**src/hw/rtl/cbf_pkg.sv**
```systemverilog
// Shared constants, types and codes for the counting Bloom filter.
// Used by cbf_mod_unit, counting_bloom_filter_top and cbf_checker.
package cbf_pkg;

  localparam int unsigned MAX_FILTER_BITS = 65536;
  localparam int unsigned HASH_WORDS      = 4;
  localparam int unsigned COUNTER_WIDTH   = 4;

  localparam int unsigned IDX_W    = $clog2(MAX_FILTER_BITS);
  localparam int unsigned SIZE_W   = IDX_W + 1;
  localparam int unsigned HASH_W   = 64;
  localparam int unsigned STEP_W   = $clog2(HASH_W);
  localparam int unsigned HSEL_W   = (HASH_WORDS > 1) ? $clog2(HASH_WORDS) : 1;
  localparam int unsigned PORT_WORDS = 4;

  localparam int unsigned FILTER_BITS_W  = 17;
  localparam int unsigned HASH_COUNT_W   = 3;
  localparam int unsigned CFG_INDEX_W    = 2;
  localparam int unsigned CFG_DATA_W     = 17;
  localparam int unsigned FILTER_BITS_RST = 65536;
  localparam int unsigned HASH_COUNT_RST  = 4;

  localparam logic [COUNTER_WIDTH-1:0] COUNTER_MAX = 4'hF;

  typedef logic [1:0] action_t;
  localparam action_t ACT_ADD    = 2'd0;
  localparam action_t ACT_REMOVE = 2'd1;
  localparam action_t ACT_TEST   = 2'd2;

  typedef logic [CFG_INDEX_W-1:0] cfg_index_t;
  localparam cfg_index_t REG_FILTER_BITS   = 2'd0;
  localparam cfg_index_t REG_HASH_COUNT    = 2'd1;
  localparam cfg_index_t REG_COUNTING_MODE = 2'd2;

  typedef struct packed {
    logic             done;
    logic [IDX_W-1:0] rem;
  } mod_res_t;

  typedef struct packed {
    logic                     member;
    logic [COUNTER_WIDTH-1:0] count;
  } entry_t;

endpackage

```
**src/hw/rtl/cbf_mod_unit.sv**
```systemverilog
// Bit-serial restoring remainder of a 64-bit hash word by the filter size.
// Depends on cbf_pkg.
module cbf_mod_unit import cbf_pkg::*; (
  input  logic              clk_i,
  input  logic              rst_ni,
  input  logic              start_i,
  input  logic [HASH_W-1:0] dividend_i,
  input  logic [SIZE_W-1:0] divisor_i,
  output mod_res_t          res_o
);

  logic              busy_q;
  logic              done_q;
  logic [STEP_W-1:0] step_q;
  logic [HASH_W-1:0] dvd_q;
  logic [SIZE_W-1:0] rem_q;
  logic [SIZE_W-1:0] trial;
  logic [SIZE_W-1:0] rem_d;

  always_comb begin
    trial = {rem_q[IDX_W-1:0], dvd_q[HASH_W-1]};
    rem_d = (trial >= divisor_i) ? trial - divisor_i : trial;
  end

  always_ff @(posedge clk_i or negedge rst_ni) begin
    if (!rst_ni) begin
      busy_q <= 1'b0;
      done_q <= 1'b0;
      step_q <= '0;
    end else begin
      if (start_i) begin
        busy_q <= 1'b1;
        done_q <= 1'b0;
        step_q <= '0;
      end else if (busy_q) begin
        step_q <= step_q + 1'b1;
        done_q <= (step_q == STEP_W'(HASH_W - 1));
        if (step_q == STEP_W'(HASH_W - 1)) begin
          busy_q <= 1'b0;
        end
      end else begin
        done_q <= 1'b0;
      end
    end
  end

  always_ff @(posedge clk_i) begin
    if (start_i) begin
      dvd_q <= dividend_i;
      rem_q <= '0;
    end else if (busy_q) begin
      dvd_q <= {dvd_q[HASH_W-2:0], 1'b0};
      rem_q <= rem_d;
    end
  end

  assign res_o.done = done_q;
  assign res_o.rem  = rem_q[IDX_W-1:0];

endmodule

```
**config.mk**
```make
export PLATFORM = sky130hd
export DESIGN_NAME = cbf_mod_unit
export DESIGN_NICKNAME = d
export VERILOG_FILES = /design/src/hw/rtl/cbf_pkg.sv /design/src/hw/rtl/cbf_mod_unit.sv
export SDC_FILE = /design/constraint.sdc
export NUM_CORES = 1
export LEC_CHECK = 0
export BUFFER_PORTS_ARGS = -buffer_cell sky130_fd_sc_hd__clkbuf_2
export CORE_AREA = 8 8 103 105
export CTS_CLUSTER_SIZE = 25
export DETAILED_ROUTE_END_ITERATION = 10
export DIE_AREA = 0 0 111 113
export GPL_ROUTABILITY_DRIVEN = 0
export PLACE_DENSITY_LB_ADDON = 0.08
export SKIP_LAST_GASP = 1
export SLEW_MARGIN = 20
export SYNTH_ARGS = -nofsm -noshare
export SYNTH_HDL_FRONTEND = slang
export SYNTH_SLANG_ARGS = --single-unit
```
**constraint.sdc**
```tcl
create_clock -name clk_i -period 9.2 [get_ports clk_i]
set_clock_uncertainty 0.2 [all_clocks]
set_input_delay 1.84 -clock clk_i [delete_from_list [all_inputs] [get_ports clk_i]]
set_output_delay 1.84 -clock clk_i [all_outputs]
set_load 0.005 [all_outputs]
```
=== Word level (Yosys, flattened, before mapping) ===
Index checks and enable logic that the tools add are counted.

* Word-level logic and storage cells: 20
* Bits in registers: 88
* Output and inout port bits: 17
* Input bits: 84

* Add/sub/neg operators: 2
* Muxes and demuxes: 10
* Equal/unequal tests: 1
* Reduce and logical (&&, ||, !) cells: 1
* Magnitude comparators: 1

{| class="wikitable"
|+ Operators by type and width
! cell !! count
|-
| 64-bit two-way mux || 2
|-
| 17-bit >= comparator || 1
|-
| 16-bit two-way mux || 1
|-
| 16-bit subtractor || 1
|-
| 6-bit two-way mux || 2
|-
| 6-bit by 1-bit adder with 6-bit output, second input constant || 1
|-
| 6-bit equality test, second input constant || 1
|-
| 1-bit two-way mux || 5
|-
| 2-bit nonzero test || 1
|}

=== Logic depth before layout (Yosys ltp) ===
* Depth after elaboration: 4
* Mapped depth: 11
* Gate-level depth less buffers: 10

=== Worst setup path before layout ===
No wires, ideal clock.

* Path kind: input port to flip-flop
* Start point: in start_i
* End point: reg dvd_q[0], enable pin
* Path buffers: 3
* Path slack: 4504 ps
* Arrival time: 4078 ps
* Stages on the path: 5
* Required time: 8582 ps
* Setup time: 418 ps
* Cell sequence: clkbuf_1 > clkbuf_1 > clkbuf_1 > nor2_1 > inv_1

* Word-level cells in the longest chain between the ends: 1

{| class="wikitable"
|+ RTL lines
! what !! line !! source
|-
| start, declared || cbf_mod_unit.sv:6 || <nowiki>input logic start_i,</nowiki>
|-
| 2-bit nonzero test (no source line) || n/a ||
|-
| end signal, assigned || cbf_mod_unit.sv:49 || <nowiki>dvd_q <= dividend_i;</nowiki>
|-
| end signal, assigned || cbf_mod_unit.sv:52 || <nowiki>dvd_q <= {dvd_q[HASH_W-2:0], 1'b0};</nowiki>
|-
| end, declared || cbf_mod_unit.sv:15 || <nowiki>logic [HASH_W-1:0] dvd_q;</nowiki>
|}

Every way passes these cells.
A chain may end at the register's enable or synchronous reset.

=== Worst setup path after layout ===
* Start point: in divisor_i[12]
* End point: reg rem_q[0]

* Word-level cells in the longest chain between the ends: 2

{| class="wikitable"
|+ RTL lines
! what !! line !! source
|-
| start, declared || cbf_mod_unit.sv:8 || <nowiki>input logic [SIZE_W-1:0] divisor_i,</nowiki>
|-
| 17-bit >= comparator || cbf_mod_unit.sv:22 || <nowiki>rem_d = (trial >= divisor_i) ? trial - divisor_i : trial;</nowiki>
|-
| 16-bit two-way mux || cbf_mod_unit.sv:22 ||
|-
| end signal, assigned || cbf_mod_unit.sv:53 || <nowiki>rem_q <= rem_d;</nowiki>
|-
| end, declared || cbf_mod_unit.sv:16 || <nowiki>logic [SIZE_W-1:0] rem_q;</nowiki>
|}

Every way passes these cells.

==> impl_metrics.py <==
metrics = {
    "status": {
        "status": "finished, final reports clean",
    },
    "cells_and_area": {
        "diodes": 0,
        "layout_commonest_cell": "clkbuf_2",
        "final_cell_area_um2": 5570,
        "final_cells": 605,
        "syn_to_final_growth_pct": 16.4,
        "final_cell_mix": "clkbuf_2, mux2_2, edfxtp_1",
        "nNetsFinal": 593,
        "drive_gt1_share_pct": 40.1,
    },
    "floorplanning": {
        "floorplan.initialDensity_pct": 53.4,
        "rows": 35,
        "die-area_um2": 12500,
        "dieWidth_um": 111,
        "io_pins": 101,
        "die_y_um": 113,
        "core_um2": 8980,
    },
    "synth": {
        "yosys_warnings": 0,
        "synth_top_cells_by_area": "edfxtp_1, mux2_2, dfxtp_1",
        "synth.top_cell.area_share_pct": 40.1,
        "yosys_register_bits": 88,
        "syn-num-nets": 499,
        "synth-edff-count": 64,
        "synth_async_sr_flop_share_pct": 9.09,
        "synth_area_per_cell_um2": 12.1,
        "yosysSeqAreaShare_pct": 51.0,
        "ys.flop_type": "edfxtp_1",
        "yosys.area.top_type": "edfxtp_1",
        "synth_cells": 396,
        "synth_cell_type_count": 59,
        "syn_area_um2": 4790,
    },
    "cts": {
        "cts_inserted_buffers": 9,
        "cts_tree": "done",
        "cts_root_buffer": "clkbuf_8",
        "path_clk_slew_ps": 90,
        "postCtsSetupBuffers": 0,
        "cts.sinks": 88,
        "cts_buffer_depth": 2,
        "htreeDepth": 3,
        "clk_latency_ps": 350,
        "ctsHoldBuffers": 0,
        "post_cts_resized": 0,
    },
    "timing": {
        "setup_violations": 0,
        "worstMarginPinSlew_ps": 800,
        "fin_tns_setup_ps": 0,
        "timing.hold.ws_ps": 313,
        "fmax_ghz": 0.228,
        "hold_viol": 0,
        "slew_headroom_pct": 46.7,
        "slew_viol_final": 0,
        "layout_min_cycle_time_ps": 4380,
        "rsz0062_at_grt": "no",
        "period_share_pct": 47.6,
    },
    "run": {
        "drv_cap": 0,
    },
    "grt": {
        "globalRouteTotalUtil_pct": 15.8,
        "gr-total-overflow": 0,
        "grt_start_max_net_pins": 65,
        "grt_pass1_wl_mm": 16.3,
        "antenna_found_initial": 0,
        "grt_pass1_vias": 3374,
    },
    "placement": {
        "dp.cells": 590,
        "dp_hpwl_mm": 7.15,
        "io_buffers": 100,
        "placed_area_um2": 5360,
    },
    "routing": {
        "drc": 0,
        "drt_iter0_drc": 244,
        "vias": 3339,
        "wire_per_inst_um": 16.4,
        "routed_wl_mm": 9.90,
        "ant_nets": 0,
        "vias_per_cell": 5.52,
        "first_pass_iters": 5,
    },
    "pwr": {
        "ir_worst_vdd_uv": 89.8,
        "p_total_uw": 862,
        "leakage_nw": 2.37,
        "cellPowerDensity_nw_per_um2": 155,
    },
    "worst_hold_path": {
        "hp-class": "flip-flop to flip-flop",
    },
    "worst_setup_path": {
        "cp.required_ps": 9270,
        "critical_path_arrival_ps": 4460,
        "crit_type": "input port to flip-flop",
        "worstSetupStartpointType": "input port",
        "path_max_fanout": 11,
        "cp-end-kind": "flip-flop",
    },
}
report_power, final:
group / internal, mW / switching, mW
logic: 0.0547 / 0.0427
registers: 0.461 / 0.00945
clock network: 0.153 / 0.141
kinds of logic after synthesis:
group                      Yosys count  synth area share [%]
AOI/OAI and AO/OA                   74                  11.4
adders and majority gates           19                  5.12
DFF                                 88                  51.0
and+or+nand+nor                     86                  9.22
muxes                               72                  16.7
buffers and inverters               44                  4.13
xor gates and xnor gates            13                  2.38
Yosys cell counts (6+ instances only):
master and instances:
mux2_2 64, dfrtp_1 8, a31oi_1 6, o21ai_0 14
nand2_1 13, inv_1 23, mux2i_1 8, edfxtp_1 64
ha_1 18, a211oi_1 10, nor3_1 6, a21oi_1 11
nor2_1 33, dfxtp_1 16, xnor2_1 6, clkbuf_1 9
xor2_1 7
cell type report:
class | instances | area [um2]
fillers | 761 | 3400
flip-flops and latches | 88 | 2440
multi-input cells | 264 | 2160
repair buffers | 104 | 533
well taps | 111 | 139
clock buffers | 9 | 124
clock inverters | 6 | 92.6
inverters | 23 | 86.3
critical path, stage by stage:
cell	delay, ps
clkbuf_2	90
inv_1	40
ha_1	430
a21oi_1	150
o211ai_1	250
o22ai_1	230
a31oi_2	540
buf_4	310
mux2_2	350
a211oi_1	210
final timing paths:
check | start | end | slack [ps] | cells after the start
max reg2reg | rem_q[11]$_SDFFE_PP0P_ | rem_q[0]$_SDFFE_PP0P_ | 6090 | 8
max | divisor_i[12] | rem_q[0]$_SDFFE_PP0P_ | 4820 | 10
max in group asynchronous | rst_ni | busy_q$_DFF_PN0_ | 7500 | 1
min | rem_q[2]$_SDFFE_PP0P_ | rem_q[2]$_SDFFE_PP0P_ | 310 | 2
min reg2reg | rem_q[2]$_SDFFE_PP0P_ | rem_q[2]$_SDFFE_PP0P_ | 310 | 2
min in group asynchronous | rst_ni | step_q[5]$_DFFE_PN0P_ | 1110 | 1
state kept, by name, indices dropped and copies added, names as in the netlist:
register  cells
dvd_q        64
rem_q        16
step_q        6
busy_q        1
done_q        1
metal layers:
layer / share of wire (%) / GRT usage (%)
met5: 0 / 0
met4: 1.0 / 5.14
met3: 5.5 / 4.07
met2: 46 / 24.5
met1: 47 / 21.0
stage by stage:
stage               utilization (%)  setup WS [ps]
finish                         62.1           4820
global placement               59.7           4570
detailed placement             59.7           4500
CTS                            62.1           4870
global route                   62.1           4590
floorplan                         -           4500
(Power assumes the default switching activity.)
